$ cat src/rtl/m3i_fifo.sv
// ----------------------------------------------------------------------------
// m3i_fifo
// Small register queue with full and empty flags decoded from a registered
// fill count. DEPTH must be a power of two.
// ----------------------------------------------------------------------------
module m3i_fifo #(
  parameter int DATA_BITS = 32,
  parameter int DEPTH     = 4
) (
  input  logic                 clk_i,
  input  logic                 rst_ni,
  input  logic                 push_i,
  input  logic [DATA_BITS-1:0] data_i,
  output logic                 full_o,
  input  logic                 pop_i,
  output logic [DATA_BITS-1:0] data_o,
  output logic                 empty_o
);

  localparam int AW = $clog2(DEPTH);

  logic [DATA_BITS-1:0] mem_q [DEPTH];
  logic [AW-1:0]        wr_q, rd_q;
  logic [AW:0]          cnt_q;
  logic                 push_ok, pop_ok;

  assign full_o  = (cnt_q == (AW+1)'(DEPTH));
  assign empty_o = (cnt_q == '0);
  assign push_ok = push_i && !full_o;
  assign pop_ok  = pop_i && !empty_o;
  assign data_o  = mem_q[rd_q];

  // pointers and fill count
  always_ff @(posedge clk_i or negedge rst_ni) begin
    if (!rst_ni) begin
      wr_q  <= '0;
      rd_q  <= '0;
      cnt_q <= '0;
    end else begin
      if (push_ok) wr_q <= wr_q + 1'b1;
      if (pop_ok)  rd_q <= rd_q + 1'b1;
      if (push_ok && !pop_ok)      cnt_q <= cnt_q + 1'b1;
      else if (pop_ok && !push_ok) cnt_q <= cnt_q - 1'b1;
    end
  end

  // entry storage
  always_ff @(posedge clk_i) begin
    if (push_ok) mem_q[wr_q] <= data_i;
  end

endmodule

$ cat config.mk
export PLATFORM = sky130hd
export DESIGN_NAME = m3i_fifo
export DESIGN_NICKNAME = d
export VERILOG_FILES = /design/src/rtl/m3i_fifo.sv
export SDC_FILE = /design/constraint.sdc
export NUM_CORES = 1
export LEC_CHECK = 0
export ABC_AREA = 0
export BUFFER_PORTS_ARGS = -buffer_cell sky130_fd_sc_hd__buf_4
export CORE_AREA = 2 2 121 76
export DETAILED_ROUTE_END_ITERATION = 10
export DIE_AREA = 0 0 123 78
export GPL_ROUTABILITY_DRIVEN = 0
export PLACE_DENSITY = 0.83
export SYNTH_ARGS = -nofsm -noshare
export SYNTH_HDL_FRONTEND = slang
export SYNTH_SLANG_ARGS = --single-unit
$ cat constraint.sdc
create_clock -name clk_i -period 4.85 [get_ports clk_i]
set_input_delay 0.485 -clock clk_i [delete_from_list [all_inputs] [get_ports clk_i]]
set_output_delay 0.485 -clock clk_i [all_outputs]
set_load 0.1 [all_outputs]
* Word level (Yosys, flattened, before mapping)
Memory sizes are Yosys's and may differ from the RTL's. Cells that the tools add are included.
Storage, ports and cells: output and inout bits 34, memories kept 1, RAM bits 128, logic and storage cells 23, bits of input ports 36, register bits 7
Memory list:
- mem_q | words 4, width 32, read ports 1, clocked after Yosys merged registers in 0, write ports 1, RTL line 22 | logic [DATA_BITS-1:0] mem_q [DEPTH];
Cells by class: add/subtract/negate cells 4, reductions and logical operators 10, multiplexer cells 4, eq/ne operators 1
Operator list (count):
- 2-to-1 mux 3 bit | 2
- adder 2 x 1 -> 2 bit (second input constant) | 2
- logical AND 1 bit | 4
- zero test 1 bit | 4
- adder 3 x 1 -> 3 bit (second input constant) | 1
- equality test 3 bit (second input constant) | 1
- zero test 3 bit | 1
- subtractor 3 x 1 -> 3 bit (second input constant) | 1
- 2-to-1 mux 1 bit | 2
- nonzero test 2 bit | 1

* Longest topological paths before layout
depth in word-level cells 7, mapped depth 9, mapped depth without buffers 8

* Worst setup path after synthesis
Ideal clock, no wire load.
kind reg2reg, start register cnt_q[0], end register cnt_q[1], period minus slack after synthesis 3064 ps, cell stages (with the launch flop) 8, data required time 4725 ps, data arrival time 2939 ps, buffers on the path 1, setup time 125 ps, setup slack 1786 ps, cell sequence dfrtp_1 -> nor3b_2 -> nor2b_1 -> buf_6 -> ha_1 -> inv_1 -> fa_1 -> mux2_2
Between the ends: word-level cells in the longest chain between the ends 6, elaborated cells between the ends (all ways) 15, classes of those cells add/sub (2); eq/ne (1); mux (2); reduce/logical (10)
RTL lines:
- start, declared | RTL line 24 | logic [AW:0] cnt_q;
- start signal, assigned | RTL line 42 | if (push_ok && !pop_ok) cnt_q <= cnt_q + 1'b1;
- start signal, assigned | RTL line 43 | else if (pop_ok && !push_ok) cnt_q <= cnt_q - 1'b1;
- equality test 3 bit (*) | RTL line 27 | assign full_o = (cnt_q == (AW+1)'(DEPTH));
- net full_o | RTL line 14 | output logic full_o,
- zero test 1 bit (*) | RTL line 29 | assign push_ok = push_i && !full_o;
- logical AND 1 bit (*) | RTL line 29
- net push_ok | RTL line 25 | logic push_ok, pop_ok;
- zero test 1 bit | RTL line 43
- logical AND 1 bit | RTL line 43
- nonzero test 2 bit (no source line)
The timed path passes the listed nets; every way through them passes the cells marked *. The select of a mux whose other input is x is not followed. A chain may end at the register's enable or synchronous reset.

* Worst setup path in the final report
start register rd_q[0], end output data_o[27]
Between the ends: word-level cells in the longest chain between the ends 1
RTL lines:
- start, declared | RTL line 23 | logic [AW-1:0] wr_q, rd_q;
- start signal, assigned | RTL line 41 | if (pop_ok) rd_q <= rd_q + 1'b1;
- memory (4 x 32 bit)
- end, declared | RTL line 16 | output logic [DATA_BITS-1:0] data_o,
No other way between the ends.

==> results.toml <==
[placement]
placed_cells = 377
numPortBuffers = 69
detailedPlace.worstSlack_ns = 2.28
post_dp_cell_area_um2 = 5670
dpl.hpwl_mm = 5.07

[layout]
final_cell_mix = "edfxtp_1 (128), buf_4 (70), mux4_2 (28)"
num_antenna_cells = 0
drive_above_1_share_pct = 45.0
syn_to_final_growth_pct = 22.9
fin_area_um2 = 6260
final_net_count = 327
layout_commonest_cell = "edfxtp_1"
final_cells = 410

[worst_setup_path]
startpoint_type = "register"
slowest_stage = "dfrtp_2"
critical_path_class = "register to primary output"
worstSetupEndpointType = "primary output"
r2r_setup_slack_ns = 2.65
critPathBufInv = 1
crit_family = "flip-flops"
arrival_ns = 2.45
critPathMaxStageDelay_ns = 1.08
critical_path_peak_fanout = 34
required_ns = 4.37
cp_cell_sequence = "mux4_1, buf_4"

[die]
core_um2 = 8390
io_pins = 70
rows = 26
dieHeight_um = 78
die_w_um = 123
start_util_pct = 60.7
dieArea_um2 = 9590

[global_route]
grt_first_pass_wirelength_mm = 13.4
grt_pass1_vias = 2450
gr-usage-all-layers_pct = 20.2
grt_max_degree = 35
grt_overflow = 0
antenna_found_initial = 0

[clocking]
clock-sinks = 135
cts-root-buf = "clkbuf_16"
clk_pin_slew_ns = 0.06
clock_latency_ns = 0.41
cts_buffer_depth = 2
cts_tree = "built"
cts_buffers = 17
h-tree-depth = 4
cts_setup_buffers = 0

[routing]
via_per_inst = 5.58
dr.pass1.iters = 4
vias = 2288
first_iter_violations = 212
drtAntennaViolNets = 0
route.detailed.drc = 0
wl_per_cell_um = 21.1
wirelength_mm = 8.66

[timing]
slew_viol_final = 0
period_needed_ns = 2.93
period_share_pct = 60.4
grt_setup_unrepaired = "no"
worst_pin_slew_ns = 1.10
maxSlewHeadroom_pct = 26.6
finalSetupTns_ns = 0
finalWorstSetupSlack_ns = 1.92
hold_viol_final = 0
skew_ns = 0.00759
clock.fmax_mhz = 341
setup-violations-final = 0

[synthesis]
netlist_area_um2 = 5090
synth-seq-area-share_pct = 78.9
netlist_instances = 204
yosysWarnings = 0
synth_nets = 246
avgSynthCellArea_um2 = 25.0
synth_cell_types = 22
ys_ff_latch = 135

[status]
status = "finished clean"

[hold_path]
hold_class = "input pin to register"

[flow_run]
cap_violations = 0
metrics by stage:
stage	utilization [%]	hold WS [ns]
global route	74.6	0.261
global placement	67.5	0.301
finish	74.6	0.271
detailed placement	67.5	0.304
CTS	74.6	0.261
floorplan	-	0.189
cell usage after synthesis:
library cell  number  share of area, %
and2_1             4              0.49
buf_12             3               1.2
buf_2              3              0.29
buf_6              2              0.44
clkbuf_1           1             0.074
dfrtp_1            7               3.4
edfxtp_1         128                75
fa_1               1              0.39
ha_1               5               1.2
inv_1              4              0.29
mux2_2             1              0.22
mux2_4             1              0.29
mux4_1             4               2.1
mux4_2            28                12
nand2_1            1             0.074
nand3_1            1             0.098
nor2_1             1             0.074
nor2b_1            1              0.12
nor3b_2            1              0.25
or3_1              1              0.12
xnor2_1            4              0.69
xor2_1             2              0.34
state kept, by name, indices dropped and copies added (netlist names):
name,cells
mem_q,128
cnt_q,3
wr_q,2
rd_q,2
layout make-up:
cell class              instances  area [µm²]
repair buffers                 71         536
well taps                     112         140
clock inverters                13         155
inverters                       4        15.0
multi-input cells              56         965
fillers                       479        2130
clock buffers                  19         433
flip-flops and latches        135        4020
path summary, 6_finish.rpt:
path	start	to	cells after the start
max	rd_q[0]	data_o[27]	2
min in group asynchronous	rst_ni	cnt_q[0]	2
min	data_i[5]	mem_q[1][5]	1
max reg2reg	cnt_q[2]	mem_q[0][6]	3
min reg2reg	cnt_q[2]	cnt_q[2]	1
max in group asynchronous	rst_ni	rd_q[0]	2
metal layers:
layer  global-route usage, %  vias up  part of all wire [%]
met5                       0        -                     0
met4                    8.18        0                   1.6
li1                        -     1015                     -
met2                    31.2       84                    48
met1                    26.8     1178                    43
met3                    6.84       11                   7.2
what timing repair did:
action                                 CTS  global route
endpoints found under the hold margin    7             0
hold buffers                             1             0
gates resized for setup                  0             0
setup endpoints to repair                0             0
logic make-up (layout without fill, tap and decap cells):
| group | count (synthesis) | in the layout | synth area share (%) |
|---|---|---|---|
| DFF | 135 | 135 | 78.9 |
| xor gates and xnor gates | 6 | 6 | 1.03 |
| muxes | 34 | 34 | 15.0 |
| adders and majority gates | 6 | 6 | 1.62 |
| buffers and inverters | 13 | 107 | 2.28 |
| and+or+nand+nor | 10 | 10 | 1.23 |
Power is left out: the tool's default activity adds up to more than one toggle a clock period on the data nets, which glitch-free logic cannot reach.
